## src/jmi_pkg.sv

```systemverilog
// Shared constants, types and record layouts for the joint motion interpolator.
// Used by jmi_slot_table, jmi_div and joint_motion_interpolator; no dependencies.
package jmi_pkg;

	localparam int MAX_SLOTS   = 16;
	localparam int SERVO_COUNT = 12;
	localparam int TICK_BITS   = 16;

	localparam int SLOT_W    = (MAX_SLOTS > 1) ? $clog2(MAX_SLOTS) : 1;
	localparam int CNT_W     = SLOT_W + 1;
	localparam int SERVO_W   = 4;
	localparam int SLOTNUM_W = 4;
	localparam int DUR_W     = 16;
	localparam int POS_W     = 16;
	localparam int GAIN_W    = 16;
	localparam int TICK_OUT_W = 16;
	localparam int END_W     = DUR_W + 1;
	localparam int CMP_W     = (TICK_BITS > END_W) ? TICK_BITS : END_W;
	localparam int LEN_W     = CMP_W + 1;

	localparam int DIV_W     = 16;
	localparam int DIV_CNT_W = $clog2(DIV_W);

	localparam int PAD_TICKS = 100;
	localparam logic [TICK_BITS-1:0] TICK_MAX   = '1;
	localparam logic [TICK_BITS-1:0] PLEN_RESET = TICK_BITS'(PAD_TICKS);

	localparam logic FUNC_LOAD   = 1'b0;
	localparam logic FUNC_SAMPLE = 1'b1;

	typedef struct packed {
		logic [SERVO_W-1:0]      servo;
		logic [DUR_W-1:0]        start;
		logic [DUR_W-1:0]        length;
		logic signed [POS_W-1:0] target;
		logic [GAIN_W-1:0]       gain_p;
		logic [GAIN_W-1:0]       gain_d;
	} slot_rec_t;

	typedef struct packed {
		logic              en;
		logic [SLOT_W-1:0] addr;
		slot_rec_t         rec;
	} tbl_wr_t;

	typedef struct packed {
		logic             start;
		logic [DIV_W-1:0] dvd;
		logic [DIV_W-1:0] dvs;
	} div_req_t;

	typedef struct packed {
		logic             done;
		logic [DIV_W-1:0] quo;
	} div_rsp_t;

endpackage

```

## src/jmi_slot_table.sv

```systemverilog
// Motion slot storage: one write port, one registered read port, and per-slot
// valid flags cleared by reset. Depends on jmi_pkg.
module jmi_slot_table (
	input  logic                        clk,
	input  logic                        arst_n,
	input  jmi_pkg::tbl_wr_t            wr,
	input  logic [jmi_pkg::SLOT_W-1:0]  rd_addr,
	output jmi_pkg::slot_rec_t          rd_rec,
	output logic                        rd_valid
);

	jmi_pkg::slot_rec_t             mem [jmi_pkg::MAX_SLOTS];
	jmi_pkg::slot_rec_t             rd_rec_q;
	logic [jmi_pkg::MAX_SLOTS-1:0]  valid_q;
	logic                           rd_valid_q;

	// Record contents carry no reset; they are only trusted where the valid flag is set.
	always_ff @(posedge clk) begin
		if (wr.en) begin
			mem[wr.addr] <= wr.rec;
		end
		rd_rec_q <= mem[rd_addr];
	end

	always_ff @(posedge clk or negedge arst_n) begin
		if (!arst_n) begin
			valid_q    <= '0;
			rd_valid_q <= 1'b0;
		end else begin
			if (wr.en) begin
				valid_q[wr.addr] <= 1'b1;
			end
			rd_valid_q <= valid_q[rd_addr];
		end
	end

	assign rd_rec   = rd_rec_q;
	assign rd_valid = rd_valid_q;

endmodule

```

## src/jmi_div.sv

```systemverilog
// Radix-2 restoring divider for unsigned magnitudes, one quotient bit per cycle.
// Depends on jmi_pkg.
module jmi_div (
	input  logic              clk,
	input  logic              arst_n,
	input  jmi_pkg::div_req_t req,
	output jmi_pkg::div_rsp_t rsp
);

	logic                          busy_q;
	logic                          done_q;
	logic [jmi_pkg::DIV_CNT_W-1:0] cnt_q;
	logic [jmi_pkg::DIV_W-1:0]     rem_q;
	logic [jmi_pkg::DIV_W-1:0]     quo_q;
	logic [jmi_pkg::DIV_W-1:0]     den_q;

	logic [jmi_pkg::DIV_W:0]       shifted;
	logic [jmi_pkg::DIV_W:0]       trial;
	logic                          fits;
	logic [jmi_pkg::DIV_W-1:0]     rem_nxt;

	// The dividend shifts out of the top of quo_q while quotient bits shift in below.
	assign shifted = {rem_q, quo_q[jmi_pkg::DIV_W-1]};
	assign trial   = shifted - {1'b0, den_q};
	assign fits    = (shifted >= {1'b0, den_q});
	assign rem_nxt = fits ? trial[jmi_pkg::DIV_W-1:0] : shifted[jmi_pkg::DIV_W-1:0];

	always_ff @(posedge clk or negedge arst_n) begin
		if (!arst_n) begin
			busy_q <= 1'b0;
			done_q <= 1'b0;
			cnt_q  <= '0;
		end else begin
			done_q <= 1'b0;
			if (req.start) begin
				busy_q <= 1'b1;
				cnt_q  <= '0;
			end else if (busy_q) begin
				cnt_q <= cnt_q + 1'b1;
				if (cnt_q == jmi_pkg::DIV_CNT_W'(jmi_pkg::DIV_W - 1)) begin
					busy_q <= 1'b0;
					done_q <= 1'b1;
				end
			end
		end
	end

	always_ff @(posedge clk) begin
		if (req.start) begin
			rem_q <= '0;
			quo_q <= req.dvd;
			den_q <= req.dvs;
		end else if (busy_q) begin
			rem_q <= rem_nxt;
			quo_q <= {quo_q[jmi_pkg::DIV_W-2:0], fits};
		end
	end

	assign rsp.done = done_q;
	assign rsp.quo  = quo_q;

endmodule

```

## src/joint_motion_interpolator.sv

```systemverilog
// Joint motion interpolator top level: sequencer, slot search and command datapath.
// A load transaction writes the slot, then sweeps every slot for the program length.
// A sample transaction searches the slots with one registered table read per cycle; on a hit
// it starts the divider and waits through its 16 serial divide steps and the done strobe, then
// enters the completion state, where a result not yet taken at the output holds it.
// Reset clears all slot valid flags, the tick counter to zero and program length to 100.
module joint_motion_interpolator (
	input  logic                                clk,
	input  logic                                arst_n,
	input  logic                                in_valid,
	output logic                                in_ready,
	input  logic                                func,
	input  logic [3:0]                          slot,
	input  logic [3:0]                          servo,
	input  logic [15:0]                         start_tick,
	input  logic [15:0]                         duration,
	input  logic signed [15:0]                  target_position,
	input  logic [15:0]                         gain_p_in,
	input  logic [15:0]                         gain_d_in,
	input  logic signed [15:0]                  measured_position,
	input  logic                                end_of_tick,
	output logic                                out_valid,
	input  logic                                out_ready,
	output logic                                active,
	output logic signed [15:0]                  commanded_position,
	output logic [15:0]                         gain_p_out,
	output logic [15:0]                         gain_d_out,
	output logic [3:0]                          motion_slot,
	output logic [15:0]                         tick,
	output logic                                finished
);

	typedef enum logic [2:0] {
		S_IDLE,
		S_LEN,
		S_SRCH,
		S_DIV_GO,
		S_DIV_WAIT,
		S_DONE
	} state_t;

	state_t                                state_q;
	logic [jmi_pkg::CNT_W-1:0]             cnt_q;
	logic                                  rd_tag_s1;
	logic                                  rd_last_s1;
	logic [jmi_pkg::SLOT_W-1:0]            rd_idx_s1;

	logic [jmi_pkg::SERVO_W-1:0]           servo_q;
	logic signed [jmi_pkg::POS_W-1:0]      meas_q;
	logic                                  eot_q;
	logic [jmi_pkg::TICK_BITS-1:0]         tick_q;
	logic [jmi_pkg::TICK_BITS-1:0]         plen_q;
	logic [jmi_pkg::END_W-1:0]             latest_q;
	logic                                  hit_q;
	logic [jmi_pkg::SLOT_W-1:0]            hit_idx_q;
	jmi_pkg::slot_rec_t                    hit_rec_q;
	logic                                  neg_q;
	logic [jmi_pkg::POS_W-1:0]             cmd_q;

	logic                                  out_valid_q;
	logic                                  active_q;
	logic [jmi_pkg::POS_W-1:0]             cmd_out_q;
	logic [jmi_pkg::GAIN_W-1:0]            gp_q;
	logic [jmi_pkg::GAIN_W-1:0]            gd_q;
	logic [jmi_pkg::SLOTNUM_W-1:0]         ms_q;
	logic [jmi_pkg::TICK_OUT_W-1:0]        tick_out_q;
	logic                                  fin_q;

	logic                                  in_acc;
	logic                                  load_ok;
	logic                                  issue;
	logic                                  out_free;
	jmi_pkg::tbl_wr_t                      tbl_wr;
	logic [jmi_pkg::SLOT_W-1:0]            rd_addr;
	jmi_pkg::slot_rec_t                    rd_rec;
	logic                                  rd_valid;

	logic [jmi_pkg::CMP_W-1:0]             now_c;
	logic [jmi_pkg::CMP_W-1:0]             s_c;
	logic [jmi_pkg::CMP_W-1:0]             e_c;
	logic                                  match;
	logic [jmi_pkg::END_W-1:0]             end_rd;
	logic [jmi_pkg::END_W-1:0]             latest_new;
	logic [jmi_pkg::LEN_W-1:0]             pad_len;
	logic [jmi_pkg::TICK_BITS-1:0]         plen_nxt;

	logic [jmi_pkg::CMP_W-1:0]             hit_end;
	logic [jmi_pkg::DIV_W-1:0]             left;
	logic signed [jmi_pkg::POS_W:0]        diff_w;
	logic [jmi_pkg::POS_W:0]               mag_w;
	jmi_pkg::div_req_t                     div_req;
	jmi_pkg::div_rsp_t                     div_rsp;
	logic [jmi_pkg::DIV_W-1:0]             step_w;
	logic [jmi_pkg::POS_W-1:0]             cmd_nxt;

	logic [jmi_pkg::TICK_BITS-1:0]         tick_nxt;
	logic                                  fin_nxt;

	// Input side is open whenever the sequencer is idle, even if a result is still
	// waiting to be taken at the output.
	assign in_ready = (state_q == S_IDLE);
	assign in_acc   = in_valid && in_ready;
	assign out_free = !out_valid_q || out_ready;

	// Loads naming a slot or servo beyond the configured counts are dropped.
	assign load_ok = (func == jmi_pkg::FUNC_LOAD) &&
	                 (32'(slot) < jmi_pkg::MAX_SLOTS) &&
	                 (32'(servo) < jmi_pkg::SERVO_COUNT);

	// The table write happens on the accepting edge straight from the input ports.
	assign tbl_wr.en         = in_acc && load_ok;
	assign tbl_wr.addr       = jmi_pkg::SLOT_W'(slot);
	assign tbl_wr.rec.servo  = servo;
	assign tbl_wr.rec.start  = start_tick;
	assign tbl_wr.rec.length = duration;
	assign tbl_wr.rec.target = target_position;
	assign tbl_wr.rec.gain_p = gain_p_in;
	assign tbl_wr.rec.gain_d = gain_d_in;

	// One table read is issued per cycle during a sweep or a search. The length sweep
	// walks slots upward; the search walks downward so the first hit is the
	// highest-numbered covering slot.
	assign issue   = ((state_q == S_LEN) || (state_q == S_SRCH)) &&
	                 (cnt_q < jmi_pkg::CNT_W'(jmi_pkg::MAX_SLOTS));
	assign rd_addr = (state_q == S_SRCH) ?
	                 (jmi_pkg::SLOT_W'(jmi_pkg::MAX_SLOTS - 1) - cnt_q[jmi_pkg::SLOT_W-1:0]) :
	                 cnt_q[jmi_pkg::SLOT_W-1:0];

	jmi_slot_table u_table (
		.clk      (clk),
		.arst_n   (arst_n),
		.wr       (tbl_wr),
		.rd_addr  (rd_addr),
		.rd_rec   (rd_rec),
		.rd_valid (rd_valid)
	);

	// Coverage test of the record that came back from the table: start <= tick < end.
	assign now_c = jmi_pkg::CMP_W'(tick_q);
	assign s_c   = jmi_pkg::CMP_W'(rd_rec.start);
	assign e_c   = s_c + jmi_pkg::CMP_W'(rd_rec.length);
	assign match = rd_valid && (rd_rec.servo == servo_q) && (now_c >= s_c) && (now_c < e_c);

	// Running maximum of end ticks for the program length; the last record read is
	// folded in combinationally so the final compare sees it.
	assign end_rd     = jmi_pkg::END_W'(rd_rec.start) + jmi_pkg::END_W'(rd_rec.length);
	assign latest_new = (rd_valid && (end_rd > latest_q)) ? end_rd : latest_q;
	assign pad_len    = jmi_pkg::LEN_W'(latest_new) + jmi_pkg::LEN_W'(jmi_pkg::PAD_TICKS);
	assign plen_nxt   = (pad_len > jmi_pkg::LEN_W'(jmi_pkg::TICK_MAX)) ?
	                    jmi_pkg::TICK_MAX : jmi_pkg::TICK_BITS'(pad_len);

	// Divider operands: ticks left is at least one whenever a slot covers the tick,
	// and never exceeds the slot's duration. The difference is divided as a magnitude
	// and the sign is put back afterward, which truncates toward zero.
	assign hit_end = jmi_pkg::CMP_W'(hit_rec_q.start) + jmi_pkg::CMP_W'(hit_rec_q.length);
	assign left    = jmi_pkg::DIV_W'(hit_end - now_c);
	assign diff_w  = (jmi_pkg::POS_W + 1)'(hit_rec_q.target) - (jmi_pkg::POS_W + 1)'(meas_q);
	assign mag_w   = diff_w[jmi_pkg::POS_W] ? (jmi_pkg::POS_W + 1)'(-diff_w) :
	                 (jmi_pkg::POS_W + 1)'(diff_w);

	assign div_req.start = (state_q == S_DIV_GO);
	assign div_req.dvd   = jmi_pkg::DIV_W'(mag_w);
	assign div_req.dvs   = left;

	jmi_div u_div (
		.clk    (clk),
		.arst_n (arst_n),
		.req    (div_req),
		.rsp    (div_rsp)
	);

	// The command is formed modulo 2^16, matching the truncation of the output field.
	assign step_w  = neg_q ? (~div_rsp.quo + jmi_pkg::DIV_W'(1)) : div_rsp.quo;
	assign cmd_nxt = jmi_pkg::POS_W'(meas_q) + jmi_pkg::POS_W'(step_w);

	// Tick advances after the sample when asked, saturating at the counter's top value.
	assign tick_nxt = (eot_q && (tick_q != jmi_pkg::TICK_MAX)) ? (tick_q + 1'b1) : tick_q;
	assign fin_nxt  = (tick_nxt >= plen_q);

	always_ff @(posedge clk or negedge arst_n) begin
		if (!arst_n) begin
			state_q     <= S_IDLE;
			cnt_q       <= '0;
			rd_tag_s1   <= 1'b0;
			rd_last_s1  <= 1'b0;
			rd_idx_s1   <= '0;
			servo_q     <= '0;
			meas_q      <= '0;
			eot_q       <= 1'b0;
			tick_q      <= '0;
			plen_q      <= jmi_pkg::PLEN_RESET;
			latest_q    <= '0;
			hit_q       <= 1'b0;
			hit_idx_q   <= '0;
			hit_rec_q   <= '0;
			neg_q       <= 1'b0;
			cmd_q       <= '0;
			out_valid_q <= 1'b0;
			active_q    <= 1'b0;
			cmd_out_q   <= '0;
			gp_q        <= '0;
			gd_q        <= '0;
			ms_q        <= '0;
			tick_out_q  <= '0;
			fin_q       <= 1'b0;
		end else begin
			rd_tag_s1  <= issue;
			rd_idx_s1  <= rd_addr;
			rd_last_s1 <= (cnt_q == jmi_pkg::CNT_W'(jmi_pkg::MAX_SLOTS - 1));
			if (issue) begin
				cnt_q <= cnt_q + 1'b1;
			end
			// The completion state publishes its own result, so the clear is left to it there.
			if (out_valid_q && out_ready && (state_q != S_DONE)) begin
				out_valid_q <= 1'b0;
			end

			case (state_q)
				S_IDLE: begin
					if (in_acc) begin
						if (func == jmi_pkg::FUNC_SAMPLE) begin
							servo_q <= servo;
							meas_q  <= measured_position;
							eot_q   <= end_of_tick;
							hit_q   <= 1'b0;
							cnt_q   <= '0;
							state_q <= S_SRCH;
						end else if (load_ok) begin
							cnt_q    <= '0;
							latest_q <= '0;
							state_q  <= S_LEN;
						end
					end
				end
				S_LEN: begin
					if (rd_tag_s1) begin
						latest_q <= latest_new;
						if (rd_last_s1) begin
							plen_q  <= plen_nxt;
							state_q <= S_IDLE;
						end
					end
				end
				S_SRCH: begin
					if (rd_tag_s1) begin
						if (match) begin
							hit_q     <= 1'b1;
							hit_idx_q <= rd_idx_s1;
							hit_rec_q <= rd_rec;
							state_q   <= S_DIV_GO;
						end else if (rd_last_s1) begin
							state_q <= S_DONE;
						end
					end
				end
				S_DIV_GO: begin
					neg_q   <= diff_w[jmi_pkg::POS_W];
					state_q <= S_DIV_WAIT;
				end
				S_DIV_WAIT: begin
					if (div_rsp.done) begin
						cmd_q   <= cmd_nxt;
						state_q <= S_DONE;
					end
				end
				S_DONE: begin
					// Hold here until the output register is free, then publish
					// the result and commit the tick advance together.
					if (out_free) begin
						out_valid_q <= 1'b1;
						active_q    <= hit_q;
						cmd_out_q   <= hit_q ? cmd_q : '0;
						gp_q        <= hit_q ? hit_rec_q.gain_p : '0;
						gd_q        <= hit_q ? hit_rec_q.gain_d : '0;
						ms_q        <= hit_q ? jmi_pkg::SLOTNUM_W'(hit_idx_q) : '0;
						tick_out_q  <= jmi_pkg::TICK_OUT_W'(tick_q);
						fin_q       <= fin_nxt;
						tick_q      <= tick_nxt;
						state_q     <= S_IDLE;
					end
				end
				default: begin
					state_q <= S_IDLE;
				end
			endcase
		end
	end

	assign out_valid          = out_valid_q;
	assign active             = active_q;
	assign commanded_position = cmd_out_q;
	assign gain_p_out         = gp_q;
	assign gain_d_out         = gd_q;
	assign motion_slot        = ms_q;
	assign tick               = tick_out_q;
	assign finished           = fin_q;

	// The divider only reports completion while the sequencer is waiting for it.
	a_div_done_in_wait: assert property (@(posedge clk) disable iff (!arst_n)
		div_rsp.done |-> (state_q == S_DIV_WAIT))
		else $error("divider finished outside its wait state");

	// The tick counter moves only when a sample result is published.
	a_tick_moves_on_result: assert property (@(posedge clk) disable iff (!arst_n)
		(tick_q != $past(tick_q)) |-> (($past(state_q) == S_DONE) && out_valid_q))
		else $error("tick counter changed outside result publication");

	// A new result appears only from the completion state.
	a_result_from_done: assert property (@(posedge clk) disable iff (!arst_n)
		$rose(out_valid_q) |-> ($past(state_q) == S_DONE))
		else $error("result raised outside completion state");

	// Program length never drops below the pad that reset sets.
	a_plen_floor: assert property (@(posedge clk) disable iff (!arst_n)
		plen_q >= jmi_pkg::PLEN_RESET)
		else $error("program length below its floor");

	// A search always ends once its last table read has been checked.
	a_search_ends: assert property (@(posedge clk) disable iff (!arst_n)
		((state_q == S_SRCH) && rd_tag_s1 && rd_last_s1) |=>
		((state_q == S_DIV_GO) || (state_q == S_DONE)))
		else $error("slot search overran the table");

endmodule
```

## config.mk

```make
export PLATFORM = sky130hd
export DESIGN_NAME = joint_motion_interpolator
export DESIGN_NICKNAME = d
export VERILOG_FILES = /design/src/jmi_pkg.sv /design/src/jmi_slot_table.sv /design/src/jmi_div.sv /design/src/joint_motion_interpolator.sv
export SDC_FILE = /design/constraint.sdc
export NUM_CORES = 2
export LEC_CHECK = 0
export ABC_AREA = 0
export ABC_CLOCK_PERIOD_IN_PS = 11940
export BUFFER_PORTS_ARGS = -buffer_cell sky130_fd_sc_hd__buf_2
export CAP_MARGIN = 10
export CORE_ASPECT_RATIO = 0.9
export CORE_MARGIN = 2
export CORE_UTILIZATION = 55
export CTS_CLUSTER_SIZE = 28
export DETAILED_ROUTE_END_ITERATION = 7
export PLACE_DENSITY = 0.83
export SETUP_SLACK_MARGIN = 0.15
export SYNTH_ARGS = -nofsm -noshare
export SYNTH_HDL_FRONTEND = slang
export SYNTH_SLANG_ARGS = --single-unit
```

## constraint.sdc

```tcl
create_clock -name clk -period 11.94 [get_ports clk]
set_input_delay 2.388 -clock clk [delete_from_list [all_inputs] [get_ports clk]]
set_output_delay 2.388 -clock clk [all_outputs]
set_load 0.02 [all_outputs]
```

==> results_dict.tcl <==
set metrics [dict create \
    ys_seq_elements 1756 \
    syn-cell-area_um2 72300 \
    start_util 0.553 \
    worstHoldStart "u_table.rd_rec[46]" \
    worstPathRequired_ns 12.52 \
    grt_max_degree 141 \
    area_growth_pct 11.9 \
    dieArea_um2 134000 \
    finalWirelength_um 192000 \
    final_cell_mix "edfxtp_1 (1,376), nand2_1 (630), mux4_2 (340), dfrtp_1 (276), inv_1 (195)" \
    cp-end-kind "register" \
    insertion_delay_ns 0.82 \
    path_clk_slew_ns 0.07 \
    yosysSeqAreaShare 0.696 \
    pwr-share-seq 0.545 \
    hold_end "hit_rec_q[46]" \
    r2r_cells 23 \
    via_per_inst 6.48 \
    synth_warnings 0 \
    io_pins 182 \
    power_leakage_uw 0.0300 \
    ir_drop_mv 0.129 \
    intPower_uw 9580 \
    synth_cell_types 82 \
    synthAdderAreaFrac 0.0312 \
    postRouteAntennaNets 0 \
    cts_setup_buffers 0 \
    syn-num-nets 4771 \
    tightest_slew_ns 1.18 \
    place_hpwl_um 100000 \
    clockBufferDepth 3 \
    die_h_um 348 \
    core_um2 131000 \
    drc 0 \
    drv_slew 0 \
    rows 126 \
    regArea_um2 50300 \
    drive_gt1_frac 0.199 \
    vias 42805 \
    switching_share 0.208 \
    regToRegEndpoint "plen_q[15]" \
    wl_per_cell_um 29.0 \
    p_per_area_nw_per_um2 149 \
    slew_headroom 0.190 \
    grt_pass1_wl_um 279000 \
    layout.nets 4987 \
    final-hold-violation-count 0 \
    cts_made_buffers 166 \
    max_freq_mhz 135 \
    muxShareOfSynthArea 0.125 \
    h-tree-depth 4 \
    cts_tree "yes" \
    cts_resized 0 \
    fin_crit_ns 7.39 \
    finalSetupViolations 0 \
    antenna_found_initial 42 \
    clock_skew_ns 0.0592 \
    multi_input_area_um2 20600 \
    status "completed" \
    synth_xor_area_frac 0.0172 \
    grt_pass1_vias 43090 \
    fill_cells 8616 \
    postSynth.asyncResetShare 0.159 \
    final_common_cell "edfxtp_1" \
    die_w_um 386 \
    min_period_over_period 0.619 \
    postCtsHoldBufs 0 \
    cp-start-kind "register" \
    hold_path_class "reg2reg" \
    port_buffers 181 \
    avgSynthCellArea_um2 16.1 \
    power_switching_uw 2510 \
    drtIter0Drc 5798 \
    fin_setup_tns_ns 0 \
    yosys.area_share.simple 0.0676 \
    synth_compound_area_frac 0.0419 \
    synth_edf_count 1376 \
    finalWeightedCongestion 0.879 \
    dr.pass1.iters 6 \
    drv_cap 0 \
    r2r_slack_ns 4.55 \
    arrival_ns 7.97 \
    yosys_most_used_dff "edfxtp_1" \
    syn-instance-count 4492 \
    clkPwrFrac 0.446 \
    power_frac_comb 0.009 \
    root_buffer "clkbuf_16" \
    synth_top_family_by_area "multiplexers" \
    rsz0062_at_grt "false" \
    fin_ws_ns 4.55 \
    crit_type "reg2reg" \
    r2r-start "u_table.rd_rec[48]" \
    grt_overflow_total 0 \
    hold_depth 1 \
    grtUsageTotal 0.281 \
    cp_max_fo 17 \
    cts_sinks 1756 \
    post-place-ws_ns 4.56 \
]
==> how the worst max path moves through the flow <==
| stage | cells past startpoint | endpoint | slack [ns] | from |
|---|---|---|---|---|
| 5_1_grt | 23 | plen_q[0] | 3.96 | u_table.rd_rec[48] |
| 3_3_place_gp | 23 | plen_q[8] | 4.71 | u_table.rd_rec[64] |
| 4_1_cts | 23 | plen_q[15] | 4.51 | u_table.rd_rec[48] |
| 2_1_floorplan | 5 | u_table.valid_q[0] | 2.41 | servo[3] |
| 3_5_place_dp | 23 | plen_q[15] | 4.56 | u_table.rd_rec[64] |
| 6_report | 23 | plen_q[15] | 4.55 | u_table.rd_rec[48] |
==> synth_stat cells, types with 5 or more instances <==
cell type / count / area [um^2]
a211o_1: 10 / 87.6
a211oi_1: 16 / 120
a21boi_0: 5 / 37.5
a21o_1: 33 / 248
a21oi_1: 84 / 420
a22o_1: 10 / 87.6
a31oi_1: 105 / 657
a31oi_2: 11 / 138
and2_1: 7 / 43.8
and3_1: 100 / 626
buf_1: 15 / 56.3
buf_2: 44 / 220
clkbuf_1: 136 / 510
dfrtp_1: 277 / 6930
dfxtp_1: 100 / 2000
edfxtp_1: 1376 / 41300
fa_1: 19 / 380
ha_1: 150 / 1880
inv_1: 197 / 739
mux2_1: 46 / 518
mux2_2: 49 / 552
mux2i_1: 30 / 300
mux4_2: 340 / 7660
nand2_1: 630 / 2360
nand2b_1: 14 / 87.6
nand3_1: 84 / 420
nand3b_1: 6 / 45.0
nand4_1: 12 / 75.1
nor2_1: 131 / 492
nor2b_1: 14 / 87.6
nor3_1: 43 / 215
nor4_1: 9 / 56.3
o211ai_1: 5 / 37.5
o21a_1: 18 / 135
o21ai_0: 103 / 515
o31a_1: 5 / 43.8
o31ai_1: 13 / 97.6
or2_2: 23 / 144
or3_1: 13 / 81.3
xnor2_1: 95 / 832
xor2_1: 47 / 412
==> sequential cells by signal (all words and copies together), names as in the netlist, 17 cells and up <==
signal	count
latest_q	17
u_table.rd_rec	84
u_table.mem	1344
hit_rec_q	80
==> per-stage QoR <==
step                cells  hold slack, ns  cell area (um^2)  utilization  power (uW)
floorplan            4492           0.417             72300            -        6720
global placement     6267           0.420             75300        0.576        6810
detailed placement   6267           0.429             75300        0.576        6820
CTS                  6577           0.437             80900        0.618       12100
global route         6594           0.443             80900        0.618       12300
finish               6603           0.441             80900        0.619       12100
==> metal layers <==
layer / GRT usage / share of wire / vias to the layer above / wire (um)
li1: - / - / 17511 / -
met1: 0.370 / 0.36 / 21506 / 68300
met2: 0.453 / 0.49 / 3181 / 93200
met3: 0.0640 / 0.11 / 581 / 21500
met4: 0.124 / 0.044 / 26 / 8490
met5: 0 / 0.00080 / - / 153
==> layout make-up <==
cell class                      instances  area share
Timing Repair Buffer                  244      0.0180
Sequential cell                      1756       0.622
Multi-Input combinational cell       2340       0.255
Tap cell                             1728      0.0267
Clock inverter                         86      0.0120
Clock buffer                          224      0.0566
Inverter                              200     0.00945
Antenna cell                           25    0.000773
==> power groups by stage <==
stage / Clock, uW / Combinational [uW] / Sequential (uW)
after global placement: 0 / 94.4 / 6720
after floorplan: 0 / 1.75 / 6720
after detailed placement: 0 / 103 / 6720
after CTS: 5400 / 106 / 6590
final: 5390 / 107 / 6590
after global routing: 5640 / 119 / 6590
==> kinds of logic after synthesis <==
group | Yosys count
xor+xnor | 142
simple gates | 1101
mux | 466
fa+ha+maj | 169
flops | 1756
compound gates | 462
buf+inv | 396
==> worst max-delay path: stages, from the launching register on <==
cell,delay (ns)
dfxtp_1,0.32
ha_1,0.22
fa_1,0.43
a211oi_1,0.34
o211ai_2,0.17
a41oi_2,0.30
o21ai_0,0.22
xnor2_1,0.50
inv_1,0.12
ha_1,0.34
a21oi_1,0.13
o21ai_0,0.10
a221oi_1,0.37
nand3b_1,0.27
nand2_1,0.41
o21ai_0,0.38
ha_1,0.26
nand2_1,0.07
a211o_1,0.31
and2_4,0.16
a211o_1,0.35
nor4_4,0.30
mux2i_2,0.90
a31oi_1,0.18
Note: power is estimated with default switching activity, not from simulation.
